==> src/rtl/ifed_pkg.sv <==
// ---------------------------------------------------------------------------
// ifed_pkg: shared definitions for the metadata TLV deframer
// Result record, result status codes, id map size and output queue sizing.
// ---------------------------------------------------------------------------
`timescale 1ns / 1ps

package ifed_pkg;

	// Size of the enabled-id map; only ids below both this and 32 can be known.
	localparam int ID_MAP_BITS = 32;
	localparam int ID_LIMIT    = (ID_MAP_BITS < 32) ? ID_MAP_BITS : 32;

	// Output queue depth and derived widths.
	localparam int Q_DEPTH   = 4;
	localparam int Q_PTR_W   = $clog2(Q_DEPTH);
	localparam int Q_CNT_W   = $clog2(Q_DEPTH + 1);

	// Result status codes.
	localparam logic [2:0] ST_KNOWN     = 3'd0;
	localparam logic [2:0] ST_UNKNOWN   = 3'd1;
	localparam logic [2:0] ST_MALFORMED = 3'd2;
	localparam logic [2:0] ST_TRUNCATED = 3'd3;
	localparam logic [2:0] ST_COMPLETE  = 3'd4;

	// One result transaction.
	typedef struct packed {
		logic [15:0] meta_id;
		logic [15:0] entry_length;
		logic [31:0] value_word;
		logic [2:0]  status;
		logic [31:0] unknown_total;
		logic        last_in_run;
	} result_t;

	// Results produced by one accepted byte, at most two.
	typedef struct packed {
		logic    v0;
		logic    v1;
		result_t r0;
		result_t r1;
	} result_pair_t;

endpackage

==> src/rtl/ifed_parser.sv <==
// ---------------------------------------------------------------------------
// ifed_parser: metadata TLV parser state and per-byte decode
// Holds the parser registers and the enabled-id register, and turns one
// accepted byte into up to two results in the same cycle.
// ---------------------------------------------------------------------------
`timescale 1ns / 1ps

module ifed_parser (
	input  logic                  clk,
	input  logic                  arst_n,
	input  logic                  cfg_we,
	input  logic [31:0]           cfg_wdata,
	input  logic                  accept,
	input  logic [7:0]            data_byte,
	input  logic                  first_byte,
	input  logic                  last_byte,
	output ifed_pkg::result_pair_t res
);

	localparam logic [2:0] PH_LEN_HI = 3'd0;
	localparam logic [2:0] PH_LEN_LO = 3'd1;
	localparam logic [2:0] PH_HDR    = 3'd2;
	localparam logic [2:0] PH_VALUE  = 3'd3;
	localparam logic [2:0] PH_IDLE   = 3'd4;

	logic [31:0] enabled_q;
	logic [2:0]  phase_q;
	logic [15:0] region_q, type_q, len_q, pos_q;
	logic [31:0] value_q, unknown_q;

	logic [2:0]  ph;
	logic [15:0] rl, et, el, ep, mlen, vi;
	logic [31:0] va, uc;
	logic        fin, known;
	logic        e1v, e2v, e3v;
	logic [15:0] e1_id, e1_len;
	logic [31:0] e1_val;
	logic [2:0]  e1_st;
	ifed_pkg::result_t e1, e2, e3;

	// Next state and results for the byte on the input.
	always_comb begin
		ph = phase_q;
		rl = region_q;
		et = type_q;
		el = len_q;
		ep = pos_q;
		va = value_q;
		uc = unknown_q;
		fin = 1'b0;
		known = 1'b0;
		e1v = 1'b0;
		e2v = 1'b0;
		e3v = 1'b0;
		e1_id = 16'd0;
		e1_len = 16'd0;
		e1_val = 32'd0;
		e1_st = ifed_pkg::ST_MALFORMED;
		mlen = 16'd0;
		vi = 16'd0;

		// A first byte restarts the parser at the length high byte.
		if (first_byte) begin
			ph = PH_LEN_HI;
			rl = 16'd0;
			et = 16'd0;
			el = 16'd0;
			ep = 16'd0;
			va = 32'd0;
		end

		unique case (ph)
			PH_LEN_HI: begin
				rl = {data_byte, 8'h00};
				ph = PH_LEN_LO;
			end
			PH_LEN_LO: begin
				mlen = rl | {8'h00, data_byte};
				if (mlen < 16'd2) begin
					rl = 16'd0;
					e1v = 1'b1;
					e1_len = mlen;
					e1_st = ifed_pkg::ST_MALFORMED;
					ph = PH_IDLE;
				end else begin
					rl = mlen - 16'd2;
					et = 16'd0;
					el = 16'd0;
					ep = 16'd0;
					va = 32'd0;
					if (rl == 16'd0) begin
						e2v = 1'b1;
						ph = PH_IDLE;
					end else begin
						ph = PH_HDR;
					end
				end
			end
			PH_HDR: begin
				rl = rl - 16'd1;
				case (ep[1:0])
					2'd0: et = {data_byte, 8'h00};
					2'd1: et = et | {8'h00, data_byte};
					2'd2: el = {data_byte, 8'h00};
					default: el = el | {8'h00, data_byte};
				endcase
				ep = ep + 16'd1;
				if (ep >= 16'd4) begin
					if (el < 16'd4 || (el - 16'd4) > rl) begin
						e1v = 1'b1;
						e1_id = et;
						e1_len = el;
						e1_st = ifed_pkg::ST_MALFORMED;
						ph = PH_IDLE;
					end else if (el == 16'd4) begin
						fin = 1'b1;
					end else begin
						ph = PH_VALUE;
					end
				end else if (rl == 16'd0) begin
					e1v = 1'b1;
					e1_id = et;
					e1_len = el;
					e1_st = ifed_pkg::ST_MALFORMED;
					ph = PH_IDLE;
				end
			end
			PH_VALUE: begin
				vi = ep - 16'd4;
				rl = rl - 16'd1;
				if (vi < 16'd4) begin
					va = va | ({data_byte, 24'h000000} >> {vi[1:0], 3'b000});
				end
				ep = ep + 16'd1;
				if (ep == el) begin
					fin = 1'b1;
				end
			end
			default: begin
			end
		endcase

		// Entry complete: report it, then close the region if it is used up.
		if (fin) begin
			known = (et < 16'(ifed_pkg::ID_LIMIT)) && enabled_q[et[4:0]];
			e1v = 1'b1;
			e1_id = et;
			e1_len = el;
			e1_val = va;
			if (known) begin
				e1_st = ifed_pkg::ST_KNOWN;
			end else begin
				e1_st = ifed_pkg::ST_UNKNOWN;
				uc = uc + 32'd1;
			end
			et = 16'd0;
			el = 16'd0;
			ep = 16'd0;
			va = 32'd0;
			if (rl == 16'd0) begin
				e2v = 1'b1;
				ph = PH_IDLE;
			end else begin
				ph = PH_HDR;
			end
		end

		// The frame ended while the region was still open.
		if (last_byte && ph != PH_IDLE) begin
			e3v = 1'b1;
			ph = PH_IDLE;
		end

		e1 = '{meta_id: e1_id, entry_length: e1_len, value_word: e1_val,
			status: e1_st, unknown_total: uc, last_in_run: 1'b0};
		e2 = '{meta_id: 16'd0, entry_length: 16'd0, value_word: 32'd0,
			status: ifed_pkg::ST_COMPLETE, unknown_total: uc, last_in_run: 1'b0};
		e3 = '{meta_id: 16'd0, entry_length: 16'd0, value_word: 32'd0,
			status: ifed_pkg::ST_TRUNCATED, unknown_total: uc, last_in_run: 1'b0};

		// Pack the results in order into two slots.
		res.v0 = e1v || e2v || e3v;
		res.v1 = e1v && (e2v || e3v);
		res.r0 = e1v ? e1 : (e2v ? e2 : e3);
		res.r1 = e2v ? e2 : e3;
		res.r0.last_in_run = !res.v1;
		res.r1.last_in_run = 1'b1;
	end

	// Enabled-id register.
	always_ff @(posedge clk or negedge arst_n) begin
		if (!arst_n) begin
			enabled_q <= 32'd0;
		end else if (cfg_we) begin
			enabled_q <= cfg_wdata;
		end
	end

	// Parser state, updated on each accepted byte.
	always_ff @(posedge clk or negedge arst_n) begin
		if (!arst_n) begin
			phase_q   <= PH_LEN_HI;
			region_q  <= 16'd0;
			type_q    <= 16'd0;
			len_q     <= 16'd0;
			pos_q     <= 16'd0;
			value_q   <= 32'd0;
			unknown_q <= 32'd0;
		end else if (accept) begin
			phase_q   <= ph;
			region_q  <= rl;
			type_q    <= et;
			len_q     <= el;
			pos_q     <= ep;
			value_q   <= va;
			unknown_q <= uc;
		end
	end

endmodule

==> src/rtl/ifed_out_queue.sv <==
// ---------------------------------------------------------------------------
// ifed_out_queue: result queue
// Takes up to two results per cycle and delivers one per cycle downstream while head_stall is low.
// ---------------------------------------------------------------------------
`timescale 1ns / 1ps

module ifed_out_queue (
	input  logic                   clk,
	input  logic                   arst_n,
	input  logic                   push,
	input  ifed_pkg::result_pair_t pair,
	output logic                   room,
	output logic                   head_valid,
	input  logic                   head_stall,
	output ifed_pkg::result_t      head
);

	ifed_pkg::result_t entries_q [ifed_pkg::Q_DEPTH];
	logic [ifed_pkg::Q_PTR_W-1:0] wr_ptr_q, rd_ptr_q, wr_ptr_p1;
	logic [ifed_pkg::Q_CNT_W-1:0] count_q;
	logic                         pop, push0, push1;
	logic [1:0]                   push_n;

	// Room for a full pair of results from the next byte.
	assign room       = count_q <= ifed_pkg::Q_CNT_W'(ifed_pkg::Q_DEPTH - 2);
	assign head_valid = count_q != '0;
	assign head       = entries_q[rd_ptr_q];
	assign pop        = head_valid && !head_stall;
	assign push0      = push && pair.v0;
	assign push1      = push && pair.v1;
	assign push_n     = {1'b0, push0} + {1'b0, push1};
	assign wr_ptr_p1  = wr_ptr_q + 1'b1;

	// Result storage.
	always_ff @(posedge clk) begin
		if (push0) begin
			entries_q[wr_ptr_q] <= pair.r0;
		end
		if (push1) begin
			entries_q[wr_ptr_p1] <= pair.r1;
		end
	end

	// Pointers and fill count.
	always_ff @(posedge clk or negedge arst_n) begin
		if (!arst_n) begin
			wr_ptr_q <= '0;
			rd_ptr_q <= '0;
			count_q  <= '0;
		end else begin
			wr_ptr_q <= wr_ptr_q + ifed_pkg::Q_PTR_W'(push_n);
			if (pop) begin
				rd_ptr_q <= rd_ptr_q + 1'b1;
			end
			count_q <= count_q + ifed_pkg::Q_CNT_W'(push_n)
				- ifed_pkg::Q_CNT_W'(pop);
		end
	end

endmodule

==> src/rtl/ife_metadata_tlv_deframer_top.sv <==
// ---------------------------------------------------------------------------
// ife_metadata_tlv_deframer_top: metadata TLV deframer
// Parses the metadata length and TLV entries following the outer Ethernet
// header and reports one result per entry plus region end and errors.
//
// Channel   Direction  Handshake            Payload
// cfg       in         cfg_valid/cfg_ready  cfg_data (enabled_ids)
// in        in         in_valid/in_stall    data_byte, first_byte, last_byte
// out       out        out_valid/out_stall  meta_id .. last_in_run
//
// One byte is accepted per cycle while in_stall is low; its results are decided
// in that cycle and reach the output through a four-entry result queue that registers them.
// A byte that gives two results puts both into the queue, which drains one
// result per cycle while out_stall is low and so sets the sustained rate.
// in_stall rises when the queue cannot take two more results.
// Reset clears the parser, the enabled-id register and the queue.
// ---------------------------------------------------------------------------
`timescale 1ns / 1ps

module ife_metadata_tlv_deframer_top (
	input  logic        clk,
	input  logic        arst_n,
	input  logic        cfg_valid,
	output logic        cfg_ready,
	input  logic [31:0] cfg_data,
	input  logic        in_valid,
	output logic        in_stall,
	input  logic [7:0]  data_byte,
	input  logic        first_byte,
	input  logic        last_byte,
	output logic        out_valid,
	input  logic        out_stall,
	output logic [15:0] meta_id,
	output logic [15:0] entry_length,
	output logic [31:0] value_word,
	output logic [2:0]  status,
	output logic [31:0] unknown_total,
	output logic        last_in_run
);

	ifed_pkg::result_pair_t pair;
	ifed_pkg::result_t      head;
	logic                   room, accept;

	// Input transaction is taken whenever the queue has room.
	assign cfg_ready = 1'b1;
	assign in_stall  = !room;
	assign accept    = in_valid && room;

	ifed_parser u_parser (
		.clk        (clk),
		.arst_n     (arst_n),
		.cfg_we     (cfg_valid),
		.cfg_wdata  (cfg_data),
		.accept     (accept),
		.data_byte  (data_byte),
		.first_byte (first_byte),
		.last_byte  (last_byte),
		.res        (pair)
	);

	ifed_out_queue u_queue (
		.clk        (clk),
		.arst_n     (arst_n),
		.push       (accept),
		.pair       (pair),
		.room       (room),
		.head_valid (out_valid),
		.head_stall (out_stall),
		.head       (head)
	);

	// Output payload from the queue head.
	assign meta_id       = head.meta_id;
	assign entry_length  = head.entry_length;
	assign value_word    = head.value_word;
	assign status        = head.status;
	assign unknown_total = head.unknown_total;
	assign last_in_run   = head.last_in_run;

endmodule

==> config.mk <==
export PLATFORM = sky130hd
export DESIGN_NAME = ife_metadata_tlv_deframer_top
export DESIGN_NICKNAME = d
export VERILOG_FILES = /design/src/rtl/ifed_pkg.sv /design/src/rtl/ifed_parser.sv /design/src/rtl/ifed_out_queue.sv /design/src/rtl/ife_metadata_tlv_deframer_top.sv
export SDC_FILE = /design/constraint.sdc
export NUM_CORES = 1
export LEC_CHECK = 0
export BUFFER_PORTS_ARGS = -buffer_cell sky130_fd_sc_hd__buf_4
export CORE_ASPECT_RATIO = 1.25
export CORE_MARGIN = 4
export CORE_UTILIZATION = 35
export CTS_BUF_LIST = sky130_fd_sc_hd__clkbuf_8
export DETAILED_ROUTE_END_ITERATION = 10
export HOLD_SLACK_MARGIN = 0.05
export RECOVER_POWER = 100
export SLEW_MARGIN = 40
export SYNTH_ARGS = -nofsm -noshare
export SYNTH_HDL_FRONTEND = slang
export SYNTH_HIERARCHICAL = 1
export SYNTH_SLANG_ARGS = --single-unit
==> constraint.sdc <==
create_clock -name clk -period 9 [get_ports clk]
set_input_delay 0 -clock clk [delete_from_list [all_inputs] [get_ports clk]]
set_output_delay 0 -clock clk [all_outputs]
set_load 0.005 [all_outputs]
* After elaboration in Yosys (flattened, before gate mapping) *
Memory sizes are Yosys's and may differ from the RTL's.
Index checks and enable logic that the tools add are counted.

cells by class
  $add $sub $neg = 12
  $lt $le $gt $ge = 8
  equality and inequality tests = 8
  shifts and indexed selects = 1
  muxes and demuxes = 75
  bitwise logic cells = 4
  reduce and logical (&&, ||, !) cells = 22

operator list
  operator                 number
  $mux W16                 22
  $mux W32                 7
  $pmux W16 S2             6
  $mux W100                1
  $pmux W32 S2             1
  $logic_not A16 Y1        3
  $or A16 B8 Y16           3
  $pmux W16 S3             1
  $mux W36                 1
  $mux W3                  11
  $add A32 B1 Y32 const B  1
  $lt A16 B3 Y1 const B    2
  $or A32 B32 Y32          1
  $shr A32 B5 Y32          1
  $sub A16 B3 Y16 const B  2
  $mux W1                  21
  $add A16 B1 Y16 const B  1
  $eq A16 B16 Y1           1
  $eq A16 B3 Y1 const B    1
  $ge A16 B3 Y1 const B    1
  $gt A16 B16 Y1           1
  $lt A16 B2 Y1 const B    1
  $lt A16 B6 Y1 const B    1
  $sub A16 B1 Y16 const B  1
  other kinds (23)         38

storage, ports and cells
  register bits = 170
  bits in writable memories = 400
  bits of input ports = 47
  output and inout bits = 103
  logic and storage cells = 142
  memories kept = 1

memory list
  name               depth  bits a word  rd ports  clocked after memory_dff  wr ports  RTL line              text
  u_queue.entries_q  4      100          1         0                         2         ifed_out_queue.sv:18  ifed_pkg::result_t entries_q [ifed_pkg::Q_DEPTH];

* Logic depth before layout (Yosys ltp) *
  depth in word-level cells = 21
  depth in mapped cells = 40
  depth with buffers taken out = 34

* Cells and area by module *
The synthesis kept the hierarchy.

by module, submodules not included
  module                         times used  cells an instance  area each (sq um)  seq. area each (sq um)
  ifed_out_queue                 1           1016               20319.5            12186.7
  ifed_parser                    1           1588               13262.7            4078.9
  ife_metadata_tlv_deframer_top  1           4                  21.3               0.0

* Least setup slack after synthesis *
Ideal clock, no wire load.

  kind = in2reg
  from = in first_byte
  to = mem u_queue/entries_q[0][0] (netlist name), enable pin
  library setup time = 0.572 ns
  arrival time = 9.698 ns
  required time = 8.428 ns
  setup slack = -1.269 ns
  stages = 29
  path buffers = 5
  cell sequence = buf_6 > buf_6 > inv_2 > buf_1 > clkbuf_1 > nand2_1 > inv_1 > ha_1 > buf_2 > nand2b_1 > a32o_1 > or4_4 > or3_1 > nor3_1 > xor2_1 > ha_1 > nand4_1 > a21oi_1 > a211oi_1 > a21oi_1 > o21bai_1 > o41a_1 > inv_2 > nand4_1 > nor2b_1 > nand3_1 > nor3b_1 > a31oi_1 > nor2b_1

RTL lines
  element      RTL line                             text
  from (decl)  ife_metadata_tlv_deframer_top.sv:29  input logic first_byte,
  to (decl)    ifed_out_queue.sv:18

==> impl_table.tex <==
\begin{tabular}{lr}
\hline
Metric & Value \\
\hline
\multicolumn{2}{l}{\textbf{Status}} \\
Run status & finished with violations \\
Violated checks & max-capacitance violations, max-slew violations \\
\multicolumn{2}{l}{\textbf{STA}} \\
Setup repair after global routing missed its margin & false \\
Clock Skew & 48.7 ps \\
Post-Route Setup TNS & 0 ps \\
Min cycle time layout & 8160 ps \\
Worst slew margin relative to its limit & -1.81 \\
Slew at the pin closest to its max-slew limit & 4210 ps \\
Final Hold Fails & 0 \\
Peak clock frequency supported by timing & 123 MHz \\
Smallest hold slack & 167 ps \\
\# setup viols final & 0 \\
Part of the cycle the worst path needs & 0.907 \\
Final Max Tran Viols & 381 \\
\multicolumn{2}{l}{\textbf{Drt}} \\
DRC violations left & 0 \\
Wirelength per Cell & 22.0 um \\
Final antenna-violating net count & 0 \\
Starting DRC count in detailed routing & 1878 \\
Total iterations of the first detailed-routing run & 6 \\
Vias per cell & 5.35 \\
Final routed wirelength across all metal layers & 91.4 mm \\
Vias & 22200 \\
\multicolumn{2}{l}{\textbf{Yosys}} \\
Top cells by area in the synthesized netlist & sky130\_fd\_sc\_hd\_\_edfxtp\_1 36\%, sky130\_fd\_sc\_hd\_\_dfrtp\_1 13\%, sky130\_fd\_sc\_hd\_\_mux2\_2 11\% \\
Sequential share of the synthesized area & 0.484 \\
Main combinational cell family by area after synthesis & multiplexers \\
Cell type contributing the most total cell area after synthesis & sky130\_fd\_sc\_hd\_\_edfxtp\_1 \\
Fraction of synthesized cell area in xor and xnor cells & 0.0334 \\
Post-synthesis area per instance & 12.9 um\^{}2 \\
Top-area cell type share of the netlist area & 0.357 \\
Gate count of the mapped netlist & 2608 \\
Ys flop type & sky130\_fd\_sc\_hd\_\_edfxtp\_1 \\
Synth Area in Compound Gates & 0.0813 \\
Number of synthesized flops with an enable pin & 400 \\
Post-synthesis async set-or-reset flop share & 0.298 \\
Unique cell type count in the Yosys netlist & 94 \\
Total standard cell area after synthesis & 0.0336 mm\^{}2 \\
Share of synthesized cell area in and, or, nand and nor gates & 0.0961 \\
Leading cell types by count after synthesis & 400 x sky130\_fd\_sc\_hd\_\_edfxtp\_1, 336 x sky130\_fd\_sc\_hd\_\_mux2\_2, 198 x sky130\_fd\_sc\_hd\_\_nor2\_1 \\
Portion of netlist area occupied by mux cells & 0.229 \\
Synth warnings & 6 \\
Number of storage elements in the synthesis netlist & 570 \\
Post-synthesis share of cell area spent on full adders, half adders and majority gates & 0.0121 \\
Most numerous cell in the Yosys netlist & sky130\_fd\_sc\_hd\_\_edfxtp\_1 \\
\multicolumn{2}{l}{\textbf{Clock network}} \\
Num CTS Buffers & 94 \\
Master cell of the clock root buffer & sky130\_fd\_sc\_hd\_\_clkbuf\_8 \\
Clock tree from TritonCTS & yes \\
Number of buffers on the longest clock path & 3 \\
Number of hold-repair buffers added at the cts stage & 111 \\
H-tree levels & 3 \\
Clock sink total & 570 \\
Clock Latency Late Sink & 730 ps \\
Post CTS Setup Buffer Count & 0 \\
Count of instances resized after the clock tree is built & 0 \\
Clock-pin transition on the worst setup and hold timing paths & 70 ps \\
\multicolumn{2}{l}{\textbf{Worst setup path}} \\
Cell type with the highest occurrence count on the critical path & sky130\_fd\_sc\_hd\_\_a21oi\_1 \\
Required time of the worst setup path & 9470 ps \\
Critical-path top delay cell & sky130\_fd\_sc\_hd\_\_buf\_2 \\
CP Data Arrival Time & 8630 ps \\
Setup crit end kind & flop \\
CP Class & reg2reg \\
CP max stage delay & 680 ps \\
Critical Path Start Type & flop \\
Critical path buffers and inverters & 5 \\
Largest delay contributor family on the critical path & simple AND/OR/NAND/NOR gates \\
Critical Path Fanout Max & 40 \\
\multicolumn{2}{l}{\textbf{Power and ir drop}} \\
Pwr/cell area & 215 mW/mm\^{}2 \\
Peak ir drop on the vdd network & 0.120 mV \\
Leakage & 14.8 nW \\
Final Power & 8.11 mW \\
\multicolumn{2}{l}{\textbf{Cells and area}} \\
Layout cell share with drive strength beyond 1 & 0.271 \\
Layout net count & 2866 \\
Synthesis-to-layout area growth & 12.0\% \\
Filler Cells Inserted & 9157 \\
\multicolumn{2}{l}{\textbf{Die}} \\
FP Rows & 126 \\
IO Count & 150 \\
Floorplan Core Area & 0.0949 mm\^{}2 \\
Die outline width & 285 um \\
Die ar. & 0.101 mm\^{}2 \\
Die Span Y & 354 um \\
Effective utilization at floorplan & 0.354 \\
\multicolumn{2}{l}{\textbf{Global route}} \\
Number of antenna violations at the first check in global routing & 4 \\
Vias in the first global route & 22800 \\
First-pass GRT wire length & 139 mm \\
Fraction of met3 tracks used by global routing & 0.0280 \\
Largest net degree at the start of global routing & 79 \\
Final global-route overflow total & 0 \\
Global routing met1 resource utilization & 0.220 \\
Tot GR Track Use & 0.176 \\
Global Route met2 Usage & 0.317 \\
GRT busiest layer & met2 \\
\multicolumn{2}{l}{\textbf{Place}} \\
Count of port buffers added during placement & 148 \\
Routability cong. & 0.888 \\
Post-DP HPWL & 57.1 mm \\
\multicolumn{2}{l}{\textbf{Min path}} \\
Worst hold path class & in2reg \\
\multicolumn{2}{l}{\textbf{Flow run}} \\
Max-cap violations & 8 \\
\hline
\end{tabular}
cell type report:
| cell class | instances | area (um^2) | area share |
|---|---|---|---|
| clock buffers | 110 | 1510 | 0.0402 |
| well taps | 1280 | 1600 | 0.0425 |
| repair buffers | 308 | 2450 | 0.0651 |
| clock inverters | 67 | 612 | 0.0163 |
| flip-flops and latches | 570 | 16300 | 0.432 |
| inverters | 46 | 173 | 0.00459 |
| multi-input cells | 1767 | 15000 | 0.399 |
| diodes | 1 | 2.50 | 0.0000665 |
cells by family (layout without fill, tap and decap cells):
kind of cell               Yosys count  after routing
DFF                                570            570
xor gates and xnor gates           125            125
and+or+nand+nor                    610            610
other                                3             67
AOI/OAI and AO/OA                  384            384
buffers and inverters              334            531
adders and majority gates           32             32
muxes                              550            550
sequential cells by signal, summed over array words and instances (netlist names):
signal,cells
u_queue/entries_q,400
u_parser/value_q,32
u_parser/unknown_q,32
u_parser/enabled_q,32
u_parser/pos_q,16
u_queue/count_q,3
u_queue/rd_ptr_q,2
u_parser/len_q,16
u_queue/wr_ptr_q,2
u_parser/type_q,16
u_parser/region_q,16
u_parser/phase_q,3
placed cells by master, fill, tap and decap left out, drive strengths merged, types with 12 or more instances in the layout:
cell	netlist	final
a21oi	74	74
a22o	83	83
a22oi	46	46
a31oi	18	18
and2	14	14
and3	14	14
buf	203	43
clkbuf	85	265
clkinv	0	25
conb	3	66
dfrtp	170	170
dlygate4sd3	0	110
edfxtp	400	400
ha	31	31
inv	46	78
mux2	437	437
mux2i	13	13
mux4	100	100
nand2	100	100
nand2b	12	12
nand3	47	47
nand4	29	29
nor2	199	199
nor2b	25	25
nor3	72	72
nor4	33	33
o21ai	60	60
or4	12	12
xnor2	50	50
xor2	73	73
worst reg2reg max path, cell delays in order (launching register included):
cell and delay, ps:
sky130_fd_sc_hd__dfrtp_1 450, sky130_fd_sc_hd__nand2_1 240, sky130_fd_sc_hd__inv_1 180, sky130_fd_sc_hd__ha_1 280, sky130_fd_sc_hd__buf_4 220, sky130_fd_sc_hd__nor2b_1 200, sky130_fd_sc_hd__o21ai_0 260, sky130_fd_sc_hd__or4_1 620
sky130_fd_sc_hd__or3_1 390, sky130_fd_sc_hd__nor3_1 210, sky130_fd_sc_hd__xor2_1 180, sky130_fd_sc_hd__ha_1 260, sky130_fd_sc_hd__nand4_1 140, sky130_fd_sc_hd__a21oi_1 60, sky130_fd_sc_hd__a211oi_1 230, sky130_fd_sc_hd__a21oi_1 120
sky130_fd_sc_hd__o21bai_1 190, sky130_fd_sc_hd__o41a_2 460, sky130_fd_sc_hd__inv_1 60, sky130_fd_sc_hd__buf_4 250, sky130_fd_sc_hd__nand4_1 160, sky130_fd_sc_hd__nor2b_1 310, sky130_fd_sc_hd__a21oi_1 290, sky130_fd_sc_hd__and2_0 360
sky130_fd_sc_hd__nand3_4 630, sky130_fd_sc_hd__buf_2 690, sky130_fd_sc_hd__mux2_2 450
layer usage:
layer,part of all wire,wire [um]
met5,0.000088,8
met4,0.023,2070
met3,0.049,4480
met2,0.52,47200
met1,0.41,37600
stage by stage:
stage / cells / setup WS, ps / cell area (um^2) / utilization
6_report: 4149 / 838 / 37600 / 0.397
4_1_cts: 4147 / 1150 / 38400 / 0.405
5_1_grt: 4149 / 279 / 37600 / 0.397
3_3_place_gp: 3855 / 1390 / 35000 / 0.369
2_1_floorplan: 2671 / 597 / 33800 / -
3_5_place_dp: 3859 / 1220 / 35100 / 0.370
where the power goes:
group / internal [mW] / leakage, nW / total [mW] / switching [mW]
registers: 2.96 / 6.19 / 3.25 / 0.290
logic: 1.07 / 7.40 / 2.31 / 1.24
clock network: 1.42 / 1.19 / 2.55 / 1.12
path summary, 6_finish.rpt:
| kind | end | slack [ps] | startpoint | depth (start not counted) |
|---|---|---|---|---|
| setup / recovery | u_queue/entries_q[0][66]$_DFFE_PP_ | 840 | u_parser/pos_q[0]$_DFFE_PN0P_ | 26 |
| hold / removal | u_queue/rd_ptr_q[1]$_DFFE_PN0P_ | 170 | out_stall | 4 |
| setup reg to reg | u_queue/entries_q[0][66]$_DFFE_PP_ | 840 | u_parser/pos_q[0]$_DFFE_PN0P_ | 26 |
| hold reg to reg | u_parser/type_q[2]$_DFFE_PN0P_ | 470 | u_parser/type_q[2]$_DFFE_PN0P_ | 1 |
| max in group asynchronous | u_parser/phase_q[2]$_DFFE_PN0P_ | 4000 | arst_n | 4 |
| min in group asynchronous | u_parser/phase_q[0]$_DFFE_PN0P_ | 1870 | arst_n | 4 |
Power figures use the tool's default switching activity.
